`config.mk`:
```
export PLATFORM = sky130hd
export DESIGN_NAME = tht_ctrl
export DESIGN_NICKNAME = d
export VERILOG_FILES = /design/src/tht_pkg.sv /design/src/tht_ctrl.sv
export SDC_FILE = /design/constraint.sdc
export NUM_CORES = 1
export LEC_CHECK = 0
export BUFFER_PORTS_ARGS = -buffer_cell sky130_fd_sc_hd__buf_2
export CORE_AREA = 2 2 300 302
export CTS_CLUSTER_SIZE = 28
export DETAILED_ROUTE_END_ITERATION = 10
export DIE_AREA = 0 0 302 304
export HOLD_SLACK_MARGIN = 0.08
export SLEW_MARGIN = 0
export SYNTH_ARGS = -nofsm -noshare
export SYNTH_HDL_FRONTEND = slang
export SYNTH_SLANG_ARGS = --single-unit
export TNS_END_PERCENT = 100
```
`constraint.sdc`:
```
create_clock -name clk_i -period 5.65 [get_ports clk_i]
set_input_delay 0.2825 -clock clk_i [delete_from_list [all_inputs] [get_ports clk_i]]
set_output_delay 0.2825 -clock clk_i [all_outputs]
set_load 0.02 [all_outputs]
```
`src/tht_pkg.sv`:
```
// shared constants, types and helper functions of the typed handle table
`default_nettype none

package tht_pkg;

  localparam int TableDepth = 1024;
  localparam int HandleW    = 10;
  localparam int ObjW       = 32;
  localparam int KindW      = 8;
  localparam int ColW       = 5;
  localparam int RowSlots   = 2 ** ColW;
  localparam int RowCount   = TableDepth / RowSlots;
  localparam int RowW       = $clog2(RowCount);

  typedef enum logic [1:0] {
    REQ_CREATE = 2'd0,
    REQ_CLOSE  = 2'd1,
    REQ_LOOKUP = 2'd2,
    REQ_SCAN   = 2'd3
  } req_e;

  typedef enum logic [1:0] {
    ST_OK           = 2'd0,
    ST_NO_RESOURCES = 2'd1,
    ST_BAD_HANDLE   = 2'd2,
    ST_NO_MORE      = 2'd3
  } status_e;

  // one row of the slot table: valid marks and kinds of RowSlots slots
  typedef struct packed {
    logic [RowSlots-1:0]            valid;
    logic [RowSlots-1:0][KindW-1:0] kind;
  } row_t;

  typedef struct packed {
    logic                row_re;
    logic                row_we;
    logic [RowW-1:0]     row_raddr;
    logic [RowW-1:0]     row_waddr;
    row_t                row_wdata;
    logic                obj_re;
    logic                obj_we;
    logic [HandleW-1:0]  obj_raddr;
    logic [HandleW-1:0]  obj_waddr;
    logic [ObjW-1:0]     obj_wdata;
  } mem_cmd_t;

  typedef struct packed {
    status_e             status;
    logic [HandleW-1:0]  handle;
    logic [ObjW-1:0]     object;
  } result_t;

  // lowest set bit of a row mask
  function automatic logic [ColW-1:0] lowest_col(input logic [RowSlots-1:0] vec);
    logic [ColW-1:0] pos;
    pos = '0;
    for (int i = RowSlots - 1; i >= 0; i--) begin
      if (vec[i]) pos = ColW'(i);
    end
    return pos;
  endfunction

  // lowest set bit of a per-row summary mask
  function automatic logic [RowW-1:0] lowest_row(input logic [RowCount-1:0] vec);
    logic [RowW-1:0] pos;
    pos = '0;
    for (int i = RowCount - 1; i >= 0; i--) begin
      if (vec[i]) pos = RowW'(i);
    end
    return pos;
  endfunction

endpackage

`default_nettype wire

```
`src/tht_ctrl.sv`:
```
// request sequencer: clear pass, read-modify-write of slot rows, row-by-row scan
`default_nettype none

module tht_ctrl import tht_pkg::*; (
  input  logic               clk_i,
  input  logic               rst_ni,
  input  logic               in_valid_i,
  output logic               in_ready_o,
  input  logic [1:0]         req_type_i,
  input  logic [HandleW-1:0] slot_index_i,
  input  logic               scan_from_start_i,
  input  logic [ObjW-1:0]    object_id_i,
  input  logic [KindW-1:0]   object_kind_i,
  input  row_t               row_rdata_i,
  input  logic [ObjW-1:0]    obj_rdata_i,
  output mem_cmd_t           mem_cmd_o,
  output logic               res_valid_o,
  output result_t            res_o,
  input  logic               res_take_i
);

  typedef enum logic [3:0] {
    S_CLEAR = 4'b0001,
    S_IDLE  = 4'b0010,
    S_EVAL  = 4'b0100,
    S_DONE  = 4'b1000
  } state_e;

  localparam logic [HandleW:0] DepthExt = (HandleW + 1)'(TableDepth);

  state_e              state_q, state_d;
  logic [RowW-1:0]     clr_q, clr_d;
  logic [RowCount-1:0] full_q, full_d;
  req_e                req_q, req_d;
  logic [HandleW-1:0]  idx_q, idx_d;
  logic [KindW-1:0]    kind_q, kind_d;
  logic [ObjW-1:0]     obj_q, obj_d;
  logic [RowW-1:0]     row_q, row_d;
  logic [ColW-1:0]     col_q, col_d;
  logic                first_q, first_d;
  result_t             res_q, res_d;

  logic [RowSlots-1:0] slot0_mask;
  logic [RowSlots-1:0] free_bits;
  logic [ColW-1:0]     free_col;
  logic                any_row_free;
  logic [RowW-1:0]     free_row;
  logic [RowSlots-1:0] hits;
  logic                usable;
  logic [HandleW:0]    scan_start;
  logic                scan_bad;
  logic                scan_past;
  row_t                row_wr;
  mem_cmd_t            cmd;

  // slot zero is never handed out
  assign slot0_mask   = (row_q == '0) ? RowSlots'(1) : '0;
  assign free_bits    = ~row_rdata_i.valid & ~slot0_mask;
  assign free_col     = lowest_col(free_bits);
  assign any_row_free = |(~full_q);
  assign free_row     = lowest_row(~full_q);
  assign usable       = (idx_q != '0) && ({1'b0, idx_q} < DepthExt);

  assign scan_start = scan_from_start_i ? '0 : ({1'b0, slot_index_i} + (HandleW + 1)'(1));
  assign scan_bad   = !scan_from_start_i && ({1'b0, slot_index_i} >= DepthExt);
  assign scan_past  = scan_start >= DepthExt;

  always_comb begin
    for (int c = 0; c < RowSlots; c++) begin
      hits[c] = row_rdata_i.valid[c] && (row_rdata_i.kind[c] == kind_q) &&
                (!first_q || (ColW'(c) >= col_q));
    end
  end

  always_comb begin
    state_d    = state_q;
    clr_d      = clr_q;
    full_d     = full_q;
    req_d      = req_q;
    idx_d      = idx_q;
    kind_d     = kind_q;
    obj_d      = obj_q;
    row_d      = row_q;
    col_d      = col_q;
    first_d    = first_q;
    res_d      = res_q;
    row_wr     = row_rdata_i;
    cmd        = '0;
    in_ready_o = 1'b0;
    res_valid_o = 1'b0;

    case (state_q)
      S_CLEAR: begin
        cmd.row_we    = 1'b1;
        cmd.row_waddr = clr_q;
        cmd.row_wdata = '0;
        if (clr_q == RowW'(RowCount - 1)) begin
          state_d = S_IDLE;
        end else begin
          clr_d = clr_q + 1'b1;
        end
      end

      S_IDLE: begin
        in_ready_o = 1'b1;
        if (in_valid_i) begin
          req_d   = req_e'(req_type_i);
          idx_d   = slot_index_i;
          kind_d  = object_kind_i;
          obj_d   = object_id_i;
          first_d = 1'b1;
          res_d.status = ST_OK;
          res_d.handle = '0;
          res_d.object = '0;
          case (req_e'(req_type_i))
            REQ_CREATE: begin
              if (any_row_free) begin
                row_d         = free_row;
                cmd.row_re    = 1'b1;
                cmd.row_raddr = free_row;
                state_d       = S_EVAL;
              end else begin
                res_d.status = ST_NO_RESOURCES;
                state_d      = S_DONE;
              end
            end
            REQ_CLOSE, REQ_LOOKUP: begin
              row_d         = slot_index_i[ColW+RowW-1:ColW];
              col_d         = slot_index_i[ColW-1:0];
              cmd.row_re    = 1'b1;
              cmd.row_raddr = slot_index_i[ColW+RowW-1:ColW];
              cmd.obj_re    = 1'b1;
              cmd.obj_raddr = slot_index_i;
              state_d       = S_EVAL;
            end
            REQ_SCAN: begin
              if (scan_bad) begin
                res_d.status = ST_BAD_HANDLE;
                state_d      = S_DONE;
              end else if (scan_past) begin
                res_d.status = ST_NO_MORE;
                state_d      = S_DONE;
              end else begin
                row_d         = scan_start[ColW+RowW-1:ColW];
                col_d         = scan_start[ColW-1:0];
                cmd.row_re    = 1'b1;
                cmd.row_raddr = scan_start[ColW+RowW-1:ColW];
                state_d       = S_EVAL;
              end
            end
            default: begin
              state_d = S_DONE;
            end
          endcase
        end
      end

      S_EVAL: begin
        case (req_q)
          REQ_CREATE: begin
            row_wr.valid[free_col] = 1'b1;
            row_wr.kind[free_col]  = kind_q;
            cmd.row_we     = 1'b1;
            cmd.row_waddr  = row_q;
            cmd.row_wdata  = row_wr;
            cmd.obj_we     = 1'b1;
            cmd.obj_waddr  = {row_q, free_col};
            cmd.obj_wdata  = obj_q;
            full_d[row_q]  = &(row_wr.valid | slot0_mask);
            res_d.handle   = {row_q, free_col};
            state_d        = S_DONE;
          end
          REQ_CLOSE: begin
            if (usable && row_rdata_i.valid[col_q]) begin
              row_wr.valid[col_q] = 1'b0;
              cmd.row_we    = 1'b1;
              cmd.row_waddr = row_q;
              cmd.row_wdata = row_wr;
              full_d[row_q] = 1'b0;
              res_d.object  = obj_rdata_i;
            end else begin
              res_d.status = ST_BAD_HANDLE;
            end
            state_d = S_DONE;
          end
          REQ_LOOKUP: begin
            if (usable && row_rdata_i.valid[col_q] &&
                (row_rdata_i.kind[col_q] == kind_q)) begin
              res_d.object = obj_rdata_i;
            end else begin
              res_d.status = ST_BAD_HANDLE;
            end
            state_d = S_DONE;
          end
          REQ_SCAN: begin
            if (|hits) begin
              res_d.handle = {row_q, lowest_col(hits)};
              state_d      = S_DONE;
            end else if (row_q == RowW'(RowCount - 1)) begin
              res_d.status = ST_NO_MORE;
              state_d      = S_DONE;
            end else begin
              row_d         = row_q + 1'b1;
              first_d       = 1'b0;
              cmd.row_re    = 1'b1;
              cmd.row_raddr = row_q + 1'b1;
            end
          end
          default: begin
            state_d = S_DONE;
          end
        endcase
      end

      S_DONE: begin
        res_valid_o = 1'b1;
        if (res_take_i) begin
          state_d = S_IDLE;
        end
      end

      default: begin
        state_d = S_IDLE;
      end
    endcase
  end

  always_ff @(posedge clk_i or negedge rst_ni) begin
    if (!rst_ni) begin
      state_q <= S_CLEAR;
      clr_q   <= '0;
      full_q  <= '0;
    end else begin
      state_q <= state_d;
      clr_q   <= clr_d;
      full_q  <= full_d;
    end
  end

  always_ff @(posedge clk_i) begin
    req_q   <= req_d;
    idx_q   <= idx_d;
    kind_q  <= kind_d;
    obj_q   <= obj_d;
    row_q   <= row_d;
    col_q   <= col_d;
    first_q <= first_d;
    res_q   <= res_d;
  end

  assign mem_cmd_o = cmd;
  assign res_o     = res_q;

endmodule

`default_nettype wire

```
==> impl_metrics.json <==
{
  "p_sw_frac": 0.492,
  "ant_nets": 0,
  "slew_violations": 0,
  "synth_common_cells": "nor2_1 (449), a21oi_1 (217), xnor2_1 (214), nand2_1 (183), a22oi_1 (182)",
  "avgSynthCellArea_um2": 7.82,
  "tritoncts": "built",
  "r2r-start": "col_q[3]",
  "postSynthCellCount": 2757,
  "power_frac_clock": 0.176,
  "holdPathStages": 1,
  "place_hpwl_um": 108000,
  "dieArea_um2": 91800,
  "p_leak_nw": 11.7,
  "viasPerCell": 5.67,
  "die_x_um": 302,
  "rsz0062_at_grt": "no",
  "clock_path_buffers": 2,
  "nets": 3862,
  "cts.sinks": 148,
  "startpoint_type": "register",
  "post-route-period-util": 0.928,
  "fin_ws_ns": 0.406,
  "grt_pass1_wl_um": 190000,
  "p_int_mw": 3.44,
  "arrival_ns": 4.96,
  "holdPathEnd": "idx_q[0]",
  "hold_path.class": "input pin to register",
  "finalSetupViolCount": 0,
  "io_pins": 777,
  "netlist_area_um2": 21600,
  "cts_setup_buffers": 0,
  "wl_per_cell_um": 29.4,
  "start_util": 0.242,
  "r2r_slack_ns": 0.89,
  "fmax_ghz": 0.191,
  "cts-root-buf": "clkbuf_16",
  "cts-buffers-inserted": 17,
  "track_usage": 0.286,
  "required_ns": 5.37,
  "ys_types": 82,
  "dr.pass1.iters": 8,
  "synth-edff-count": 107,
  "power.share.combinational": 0.589,
  "ys_ff_latch": 148,
  "place_ws_ns": 1.04,
  "fin_tns_setup_ns": 0,
  "cts.reportedPaths.clkPinSlew_ns": 0.08,
  "rows": 110,
  "clkLatencyLatePin_ns": 0.47,
  "drv_cap": 0,
  "power_density_nw_per_um2": 241,
  "reg2regPathDepth": 11,
  "worst-path-max-fanout": 56,
  "gp_congestion": 0.984,
  "antenna_found_initial": 37,
  "grt_pass1_vias": 24800,
  "min_from": "slot_index_i[0]",
  "endpoint_kind": "output port",
  "vias": 26500,
  "switchingPower_mw": 3.33,
  "synthFlopType": "edfxtp_1",
  "skew_ns": 0.0218,
  "port_buffers": 776,
  "ys_seq_area_frac": 0.197,
  "status": "complete, no violations",
  "die-height_um": 304,
  "worstMarginPinSlew_ns": 1.19,
  "max-vdd-ir-drop_mv": 0.178,
  "drc": 0,
  "setup.worst_path.class": "register to output port",
  "nFillCells": 9692,
  "synthToLayoutAreaGrowth_pct": 30.4,
  "grt_max_degree": 154,
  "yosys_warnings": 0,
  "dp_cells": 4553,
  "h-tree-depth": 4,
  "synth.top_cell.area_share": 0.149,
  "synthTopCellsByArea": "edfxtp_1 (15%), xnor2_1 (8.7%), mux2_2 (8.6%)",
  "relSlewSlack": 0.201,
  "drt_iter0_markers": 3632,
  "synth_most_common_cell": "nor2_1",
  "power_frac_seq": 0.235,
  "hold_viol": 0,
  "min_period_ns": 5.24,
  "yosysTopAreaCell": "edfxtp_1",
  "syn_nets": 3148,
  "drive_above_1_share": 0.349,
  "gr-total-overflow": 0,
  "fin_cells": 4672,
  "core_area_um2": 89000,
  "rr_endpoint": "row_q[4]",
  "wirelength_um": 137000,
  "async_flop_share": 0.277
}
==> cell type report <==
cell class / instances / area [um2] / area share
sequential: 148 / 4240 / 0.151
timing repair buffer: 959 / 5570 / 0.198
inverter: 36 / 136 / 0.00485
multi-input combinational: 2309 / 16100 / 0.572
clock buffer: 17 / 425 / 0.0151
tap: 1176 / 1470 / 0.0523
antenna: 12 / 30.0 / 0.00107
clock inverter: 15 / 168 / 0.00596
==> kinds of logic after synthesis <==
group	synth area share
AND/OR/NAND/NOR	0.223
AO/OA/AOI/OAI	0.200
multiplexers	0.202
buffers and inverters	0.0599
XOR/XNOR	0.110
flip-flops	0.197
adder cells (fa/ha/maj)	0.00858
==> through the flow <==
| step | hold WS, ns | cell area [um2] | power (mW) | util |
|---|---|---|---|---|
| floorplan | -0.0131 | 21600 | 3.97 | - |
| global placement | 0.459 | 26800 | 5.44 | 0.301 |
| detailed placement | 0.461 | 26800 | 5.45 | 0.301 |
| CTS | 0.0801 | 28100 | 6.71 | 0.316 |
| global route | 0.0836 | 28100 | 7.06 | 0.316 |
| finish | 0.119 | 28100 | 6.77 | 0.316 |
==> critical path, cell delays in order (launching register included) <==
cell,delay [ns]
edfxtp_1,0.39
buf_4,0.33
nor3_1,0.98
a22oi_1,0.27
and4_1,0.26
a31oi_1,0.35
and2_4,0.59
buf_4,0.59
a22oi_1,0.22
nor2_1,0.19
buf_2,0.19
==> power groups by stage <==
stage | clock, mW | combinational [mW] | sequential (mW)
finish | 1.19 | 3.99 | 1.59
global route | 1.26 | 4.19 | 1.61
CTS | 1.23 | 3.90 | 1.59
detailed placement | 0 | 3.84 | 1.61
floorplan | 0 | 2.33 | 1.64
global placement | 0 | 3.84 | 1.60
==> state kept, by name, indices dropped and copies added, names as in the netlist <==
register  count
res_o        44
full_q       32
obj_q        32
idx_q        10
kind_q        8
clr_q         5
col_q         5
row_q         5
state_q       4
req_q         2
first_q       1
==> metal layers <==
layer,up-vias,track usage,wire [um],part of all wire
met4,8,0.105,5880,0.043
met2,1740,0.466,63500,0.46
met1,12900,0.364,53200,0.39
met3,312,0.0718,14600,0.11
li1,11500,-,-,-
met5,-,0,52,0.00038
==> repair_timing <==
item                                   in CTS  in global routing
endpoints found under the hold margin     113                  1
gates resized for setup                     0                  0
hold buffers                               74                  1
==> cell usage in the layout, fill, tap and decap left out, types with 8 or more instances in the layout <==
cell type | Yosys | layout
buf_2 | 58 | 776
nor2_1 | 449 | 449
a21oi_1 | 217 | 216
xnor2_1 | 214 | 214
nand2_1 | 183 | 183
a22oi_1 | 182 | 182
mux2_2 | 165 | 165
edfxtp_1 | 107 | 107
o21ai_0 | 106 | 104
buf_4 | 17 | 98
mux2i_1 | 92 | 92
nand3_1 | 79 | 79
dlygate4sd3_1 | 0 | 75
mux4_2 | 70 | 70
nand4_1 | 64 | 64
and2_1 | 58 | 57
xor2_1 | 56 | 56
and3_1 | 48 | 48
nor3_1 | 41 | 40
dfrtp_1 | 40 | 40
inv_1 | 35 | 33
o21ai_2 | 29 | 30
a31oi_1 | 24 | 24
nor4_1 | 25 | 24
o211ai_1 | 18 | 18
nand2b_1 | 18 | 18
clkbuf_16 | 0 | 17
ha_1 | 14 | 13
diode_2 | 0 | 12
nor2b_1 | 10 | 10
a211oi_1 | 10 | 10
buf_12 | 0 | 10
or3_1 | 9 | 9
o22ai_1 | 8 | 8
a22o_1 | 8 | 8
==> worst max-delay path by stage <==
stage	from	endpoint	slack, ns	cells past startpoint
6_report	col_q[3]	mem_cmd_o[278]	0.41	10
5_1_grt	col_q[3]	mem_cmd_o[278]	0.26	10
4_1_cts	col_q[3]	mem_cmd_o[278]	0.51	10
3_5_place_dp	col_q[3]	row_q[4]	1.04	11
3_3_place_gp	col_q[3]	row_q[4]	1.01	11
2_1_floorplan	col_q[0]	res_o[0]	0.74	11
Power figures use the tool's default switching activity.
